[src/rtl/srlh_pkg.sv]
// ============================================================================
// srlh_pkg
// Shared types and constants for the slow request log with day histogram
// ============================================================================
package srlh_pkg;

    localparam int LOG_DEPTH = 256;
    localparam int MAX_DAYS  = 32;
    localparam int MAX_BINS  = 96;
    localparam int SLOT_W    = $clog2(LOG_DEPTH);
    localparam int DAY_W     = $clog2(MAX_DAYS);
    localparam int BIN_W     = $clog2(MAX_BINS);
    localparam int CNT_ADDR_W = $clog2(MAX_DAYS * MAX_BINS);
    localparam int CNT_DEPTH = MAX_DAYS * MAX_BINS;
    localparam int LEN_W     = SLOT_W + 1;
    localparam int ENTRY_W   = 48 + 40 + 40 + 8;
    localparam int CFG_W     = 41;
    localparam int CFG_IDX_W = 2;

    localparam logic [47:0] ID_MAX  = 48'hFFFF_FFFF_FFFF;
    localparam logic [31:0] CNT_MAX = 32'hFFFF_FFFF;

    typedef enum logic [1:0] {
        ACT_RECORD = 2'd0,
        ACT_CLEAR  = 2'd1,
        ACT_READ_E = 2'd2,
        ACT_READ_B = 2'd3
    } t_action;

    typedef enum logic [1:0] {
        CFG_THRESH = 2'd0,
        CFG_CAP    = 2'd1,
        CFG_MODE   = 2'd2,
        CFG_DAYS   = 2'd3
    } t_cfg_idx;

    typedef enum logic [2:0] {
        ST_IDLE,
        ST_EXEC,
        ST_CLEAR,
        ST_BUMP,
        ST_OUT
    } t_state;

    typedef struct packed {
        logic [1:0]  action;
        logic [39:0] duration_us;
        logic [7:0]  command_kind;
        logic [39:0] timestamp_s;
        logic [7:0]  year_since_1900;
        logic [3:0]  month;
        logic [4:0]  day_of_month;
        logic [4:0]  hour;
        logic [5:0]  minute;
        logic [7:0]  entry_position;
        logic [4:0]  days_back;
        logic [6:0]  bin_number;
    } t_req;

    typedef struct packed {
        logic        logged;
        logic [47:0] entry_id;
        logic [8:0]  log_length;
        logic        read_valid;
        logic [39:0] read_duration;
        logic [7:0]  read_command_kind;
        logic [39:0] read_timestamp;
        logic [7:0]  read_year;
        logic [3:0]  read_month;
        logic [4:0]  read_day;
        logic [31:0] bin_count;
    } t_rsp;

    // controller to datapath
    typedef struct packed {
        logic latch;     // capture request, issue reads
        logic exec;      // apply update, decide rollover
        logic clr_step;  // clear one bin of new day
        logic bump;      // write incremented bin
        logic out_load;  // result register load
    } t_cmd;

    // datapath to controller
    typedef struct packed {
        logic need_clear;
        logic need_bump;
        logic clr_last;
    } t_sts;

endpackage

[src/rtl/srlh_ctrl.sv]
// ============================================================================
// srlh_ctrl
// Sequencer: accept, execute, optional day clear and bin bump, deliver
// ============================================================================
module srlh_ctrl import srlh_pkg::*; (
    input  logic i_clk,
    input  logic i_rst_n,
    input  logic i_in_valid,
    output logic o_in_ready,
    output logic o_out_valid,
    input  logic i_out_ready,
    input  t_sts i_sts,
    output t_cmd o_cmd
);
    t_state r_state, n_state;

    always_ff @(posedge i_clk) begin
        if (!i_rst_n) r_state <= ST_IDLE;
        else          r_state <= n_state;
    end

    // next state
    always_comb begin
        n_state = r_state;
        case (r_state)
            ST_IDLE:  if (i_in_valid) n_state = ST_EXEC;
            ST_EXEC: begin
                if (i_sts.need_clear)     n_state = ST_CLEAR;
                else if (i_sts.need_bump) n_state = ST_BUMP;
                else                      n_state = ST_OUT;
            end
            ST_CLEAR: if (i_sts.clr_last) n_state = i_sts.need_bump ? ST_BUMP : ST_OUT;
            ST_BUMP:  n_state = ST_OUT;
            ST_OUT:   if (i_out_ready) n_state = ST_IDLE;
            default:  n_state = ST_IDLE;
        endcase
    end

    // outputs
    always_comb begin
        o_cmd       = '0;
        o_in_ready  = 1'b0;
        o_out_valid = 1'b0;
        case (r_state)
            ST_IDLE: begin
                o_in_ready   = 1'b1;
                o_cmd.latch  = i_in_valid;
            end
            ST_EXEC: begin
                o_cmd.exec = 1'b1;
                o_cmd.out_load = 1'b1;
            end
            ST_CLEAR: o_cmd.clr_step = 1'b1;
            ST_BUMP:  o_cmd.bump = 1'b1;
            ST_OUT:   o_out_valid = 1'b1;
            default: ;
        endcase
    end

    a_one_hs: assert property (@(posedge i_clk) disable iff (!i_rst_n)
        !(o_in_ready && o_out_valid)) else $error("in and out open together");
    a_out_hold: assert property (@(posedge i_clk) disable iff (!i_rst_n)
        o_out_valid && !i_out_ready |=> o_out_valid) else $error("result dropped");
    a_exec_after: assert property (@(posedge i_clk) disable iff (!i_rst_n)
        o_cmd.latch |=> o_cmd.exec) else $error("exec missing");
endmodule

[config.mk]
export PLATFORM = sky130hd
export DESIGN_NAME = srlh_ctrl
export DESIGN_NICKNAME = d
export VERILOG_FILES = /design/src/rtl/srlh_pkg.sv /design/src/rtl/srlh_ctrl.sv
export SDC_FILE = /design/constraint.sdc
export NUM_CORES = 1
export LEC_CHECK = 0
export BUFFER_PORTS_ARGS = -buffer_cell sky130_fd_sc_hd__clkbuf_2
export CORE_AREA = 2 2 39 41
export DETAILED_ROUTE_END_ITERATION = 6
export DIE_AREA = 0 0 41 43
export PLACE_DENSITY_LB_ADDON = 0.2
export RECOVER_POWER = 50
export SYNTH_ARGS = -nofsm -noshare
export SYNTH_HDL_FRONTEND = slang
export SYNTH_SLANG_ARGS = --single-unit
[constraint.sdc]
create_clock -name i_clk -period 1.33 [get_ports i_clk]
set_input_delay 0.1995 -clock i_clk [delete_from_list [all_inputs] [get_ports i_clk]]
set_output_delay 0.1995 -clock i_clk [all_outputs]
set_load 0.005 [all_outputs]
==> flow_metrics.py, run 1 <==
metrics = {
    "power_and_ir_drop": {
        "vdd_ir_drop_max_uv": 298.8,
        "p_comb_share_pct": 28.1,
        "p_leak_nw": 0.1749,
        "intPower_mw": 0.2812,
        "p_per_area_nw_per_um2": 1087,
        "clock_power_share_pct": 40.5,
        "p_sw_mw": 0.1174,
        "swShare_pct": 29.45,
        "p_seq_share_pct": 31.4,
    },
    "placement": {
        "routabilityCongestion": 0.7478,
        "place_area_um2": 325.3,
        "post-place-ws_ps": 166.5,
        "dp_hpwl_um": 432.2,
        "port-buffer-count": 13,
    },
    "finish": {
        "largest_reg_flops": 3,
        "top_regs": "r_state: 3 flops",
        "area_growth_pct": 46.50,
        "diodes": 0,
        "final_cell_mix": "clkbuf_2 (13), nor3b_2 (3), o21ai_1 (3), clkbuf_4 (3), dfxtp_2 (3)",
        "final_nets": 52,
        "post_route_cells_drive_above_1_share_pct": 65.91,
        "postLayoutCoreUtil_pct": 26.49,
        "final_common_cell": "clkbuf_2",
        "final_area_um2": 366.6,
        "largest-register": "r_state",
    },
    "route": {
        "final_antenna_net_count": 0,
        "drt_iter0_drc": 1,
        "num_vias": 252,
        "firstDrtPassIters": 2,
        "viasPerCell": 4.200,
        "wl_per_cell_um": 9.567,
        "drc": 0,
        "wl_um": 574,
    },
    "sta": {
        "rsz0062_at_grt": "false",
        "setup_violations": 0,
        "max_slew.worst_pin.slew_ps": 273.9,
        "finalMaxSlewViolations": 0,
        "period_needed_ps": 1276,
        "finalCritPeriodShare_pct": 95.92,
        "final.setup_skew_ps": 0.4052,
        "setup_slack_ps": 54.20,
        "hold_viol": 0,
        "timing.slew.headroom_pct": 81.62,
        "max_freq_mhz": 783.8,
        "fin_hold_ws_ps": 237.1,
        "fin_setup_tns_ps": 0,
    },
    "worst_setup_path": {
        "cp_slowest_stage_delay_ps": 350,
        "end_kind": "output pin",
        "critPathKind": "reg2out",
        "crit_fanout": 6,
        "cp_slowest_cell": "dfxtp_2",
        "worstPathArrival_ps": 1080,
        "worstPathCellList": "buf_4 > nor3b_2 > clkbuf_2",
        "cpLargestDelayFamily": "flip-flops",
        "crit_required_ps": 1130,
        "critical_path_buf_inv_count": 2,
        "startpoint_type": "flop",
    },
    "floorplanning": {
        "core_um2": 1384,
        "row_count": 14,
        "die_h_um": 43,
        "die_area_um2": 1763,
        "die_w_um": 41,
        "initial_utilization_pct": 18.08,
        "pin_count": 14,
    },
    "grt": {
        "grt_pass1_wl_um": 807,
        "overflow": 0,
        "gr-usage-all-layers_pct": 7.422,
        "grt_pass1_vias": 215,
        "grt_antenna_before_repair": 0,
        "grt_max_degree": 12,
    },
    "yosys": {
        "ys_types": 22,
        "syn_area_per_cell_um2": 8.629,
        "synth_cells": 29,
        "synth_area_um2": 250.2,
        "syn-num-nets": 36,
        "yosysSeqAreaShare_pct": 24.00,
        "ys_ff_latch": 3,
        "yosys_warnings": 0,
    },
    "clock_tree": {
        "htree_levels": 1,
        "clkSlewWorstSetupHoldPaths_ps": 40,
        "cts_root_buf": "clkbuf_4",
        "insertion_delay_ps": 230,
        "cts_buffer_depth": 2,
        "cts_tree": "yes",
        "cts_made_buffers": 3,
        "cts_sinks": 3,
    },
    "worst_hold_path": {
        "worst_hold_path_type": "in2reg",
    },
    "run": {
        "max_cap_violations": 0,
    },
    "status": {
        "outcome": "complete, no violations",
    },
}
what timing repair did:
item | in CTS | in global routing
hold buffers | 0 | 0
endpoints found under the hold margin | 0 | 0
pin swaps | 0 | 0
endpoints found under the setup margin | 3 | 4
buffers inserted | 0 | 0
gates resized for setup | 2 | 4
final timing paths:
| kind | depth (start not counted) | endpoint | startpoint | slack [ps] |
|---|---|---|---|---|
| max | 3 | o_out_valid | r_state[1] | 50 |
| max reg2reg | 3 | r_state[2] | r_state[1] | 150 |
| min reg2reg | 3 | r_state[0] | r_state[2] | 640 |
| min | 3 | r_state[0] | i_sts[1] | 240 |
tightest hold or removal path: cells and delay by family:
kind | cells | cell delay [ps]
simple gates | 1 | 70
buf+inv | 1 | 110
compound gates | 1 | 50
cells by family (layout without fill, tap and decap cells):
kind of cell | count (synthesis) | after routing | synth area share (%)
flops | 3 | 3 | 24.00
buf+inv | 3 | 18 | 7.001
compound gates | 7 | 7 | 19.00
simple gates | 14 | 14 | 39.50
mux | 2 | 2 | 10.50
metrics by stage:
step	cells	total power, mW
detailed placement	56	0.2335
floorplan	29	0.1950
global route	60	0.4278
finish	60	0.3986
global placement	56	0.2350
CTS	60	0.4051
power by group through the flow:
stage / Clock, mW / Combinational [mW] / Sequential, mW
3_5_place_dp: 0 / 0.111 / 0.122
4_1_cts: 0.170 / 0.113 / 0.122
6_report: 0.161 / 0.112 / 0.125
2_1_floorplan: 0 / 0.0905 / 0.105
5_1_grt: 0.177 / 0.124 / 0.127
3_3_place_gp: 0 / 0.113 / 0.122
metal layers:
layer  up-vias  share of wire (%)  GRT usage, %
met4         0                2.8         10.00
met5         -                  0             0
met2         7                 48         8.750
met3         2                3.5         1.571
met1       112                 46         8.974
li1        131                  -             -
area by class of cell:
| class | count | area (um2) |
|---|---|---|
| multi-input cells | 23 | 183.9 |
| well taps | 16 | 20.02 |
| clock buffers | 4 | 26.28 |
| flip-flops and latches | 3 | 63.81 |
| repair buffers | 14 | 72.57 |
| fillers | 156 | 1017 |
synthesized netlist by cell type, drive strengths merged:
cell type	count	share of area, %
a22oi	1	3.0
or3b	1	3.5
dfxtp	3	24
nor2	2	3.0
o21ai	4	9.5
a21o	1	3.0
nor3	1	2.0
mux2	2	10
nand2b	1	2.5
a21oi	1	3.5
buf	3	7.0
nor3b	3	11
and2b	1	3.5
and3b	1	4.0
and2	1	2.5
nand2	1	1.5
nand3b	2	6.0
Note: power is estimated with default switching activity, not from simulation.
==> run 2: changes to the inputs <==
CELL_PAD_IN_SITES_DETAIL_PLACEMENT = 0   (was not set)
CELL_PAD_IN_SITES_GLOBAL_PLACEMENT = 2   (was not set)
==> run 2 against run 1 <==
  * Via count grew 2.0%
  * Sequential power is essentially flat
  * Worst hold slack gained 15 ps
  * Core utilization shrank 0.81 points
  * Critical path type unchanged
  * Critical endpoint is now o_cmd[4]
==> flow_metrics.py, run 2 (synthesized netlist as in run 1, its figures left out) <==
metrics = {
    "status": {
        "outcome": "complete, no violations",
    },
    "worst_setup_path": {
        "cpLargestDelayFamily": "simple AND/OR/NAND/NOR gates",
        "startpoint_type": "flop",
        "crit_fanout": 8,
        "end_kind": "output pin",
        "crit_required_ps": 1130,
        "cp_slowest_stage_delay_ps": 360,
        "worstPathCellList": "nor3_1 > and2_1 > clkbuf_2",
        "critical_path_buf_inv_count": 1,
        "cp_slowest_cell": "dfxtp_1",
        "critPathKind": "reg2out",
        "worstPathArrival_ps": 1090,
    },
    "power_and_ir_drop": {
        "finalPower_mw": 0.3902,
        "p_per_area_nw_per_um2": 1098,
        "p_leak_nw": 0.1686,
        "vdd_ir_drop_max_uv": 358.6,
    },
    "floorplanning": {
        "row_count": 14,
        "die_h_um": 43,
        "die_area_um2": 1763,
        "core_um2": 1384,
        "initial_utilization_pct": 18.08,
        "pin_count": 14,
        "die_w_um": 41,
    },
    "route": {
        "wl_um": 624,
        "viasPerCell": 4.283,
        "drt_iter0_drc": 1,
        "wl_per_cell_um": 10.40,
        "num_vias": 257,
        "final_antenna_net_count": 0,
        "firstDrtPassIters": 2,
        "drc": 0,
    },
    "clock_tree": {
        "clkSlewWorstSetupHoldPaths_ps": 40,
        "cts_sinks": 3,
        "cts_tree": "yes",
        "htree_levels": 1,
        "cts_made_buffers": 3,
        "insertion_delay_ps": 230,
        "cts_root_buf": "clkbuf_4",
        "cts_buffer_depth": 2,
    },
    "finish": {
        "seq_area_um2": 62.56,
        "diodes": 0,
        "multiInputGateArea_um2": 173.9,
        "largest_reg_flops": 3,
        "final_common_cell": "clkbuf_2",
        "largest-register": "r_state",
        "n_fill_cell": 168,
        "top_regs": "r_state: 3 flops",
        "post_route_cells_drive_above_1_share_pct": 59.09,
        "area_growth_pct": 42.00,
        "final_nets": 52,
        "final_cell_mix": "clkbuf_2 (13), clkbuf_4 (3)",
    },
    "grt": {
        "grt_antenna_before_repair": 0,
        "gr-usage-all-layers_pct": 8.225,
        "grt_max_degree": 10,
        "grt_pass1_vias": 229,
        "overflow": 0,
        "grt_pass1_wl_um": 979,
    },
    "worst_hold_path": {
        "worst_hold_path_type": "in2reg",
    },
    "placement": {
        "routabilityCongestion": 0.6506,
        "port-buffer-count": 13,
    },
    "sta": {
        "max_freq_mhz": 777.3,
        "hold_viol": 0,
        "finalMaxSlewViolations": 0,
        "final.setup_skew_ps": 3.908,
        "rsz0062_at_grt": "true",
        "timing.slew.headroom_pct": 83.71,
        "setup_violations": 0,
        "max_slew.worst_pin.slew_ps": 243.8,
        "fin_setup_tns_ps": 0,
        "finalCritPeriodShare_pct": 96.73,
        "period_needed_ps": 1286,
    },
    "run": {
        "max_cap_violations": 0,
    },
}
-- run 2: cell types whose count changed in the layout (fill, tap and decap cells not counted) --
cell and change:
dfxtp_1 +1, dfxtp_2 -1, nor3_1 +1, nor3_2 -1
nor3b_1 +1, nor3b_2 -1, o21ai_0 +1, o21ai_1 -1
-- run 2: final timing paths --
kind,slack [ps],cells past startpoint,end,start
max,40,3,o_cmd[4],r_state[2]
min,250,3,r_state[1],i_rst_n
max reg2reg,150,3,r_state[1],r_state[1]
min reg2reg,640,2,r_state[0],r_state[1]
-- run 2: timing repair --
action / CTS / global route
endpoints found under the setup margin: 4 / 3
gates resized for setup: 3 / 0
hold buffers: 0 / 0
buffers inserted: 0 / 0
pin swaps: 0 / 0
cloned: 0 / 0
-- run 2: where the power goes --
part           internal [mW]  switching [mW]  leakage, nW
logic                 0.0653          0.0468        0.128
registers              0.101          0.0210       0.0253
clock network          0.112          0.0434       0.0150
-- run 2: cell type report --
type	instances	share of cell area (%)
clock buffers	4	7.394
repair buffers	14	20.42
well taps	16	5.634
multi-input cells	23	48.94
flip-flops and latches	3	17.61
-- run 2: per-stage QoR --
step / hold slack [ps] / util (%) / instance area [um2] / setup WS, ps / std cells
after global routing: 258.0 / 25.68 / 355.3 / -77.62 / 60
after floorplan: 345.9 / - / 250.2 / 204.1 / 29
after detailed placement: 483.0 / 23.51 / 325.3 / 138.2 / 56
final: 251.8 / 25.68 / 355.3 / 43.52 / 60
after CTS: 242.8 / 25.95 / 359.1 / 20.63 / 60
after global placement: 473.9 / 23.51 / 325.3 / 145.0 / 56
-- run 2: layer usage --
layer	vias up	routed length, um	GRT usage, %
li1	133	-	-
met1	115	277	10.26
met2	9	306	12.81
met3	0	41	3.141
met4	0	0	2.000
met5	-	0	0
-- run 2: worst min-delay path, cell delays in order --
cell      delay, ps
clkbuf_2        100
nand3b_1         80
o21ai_0          70
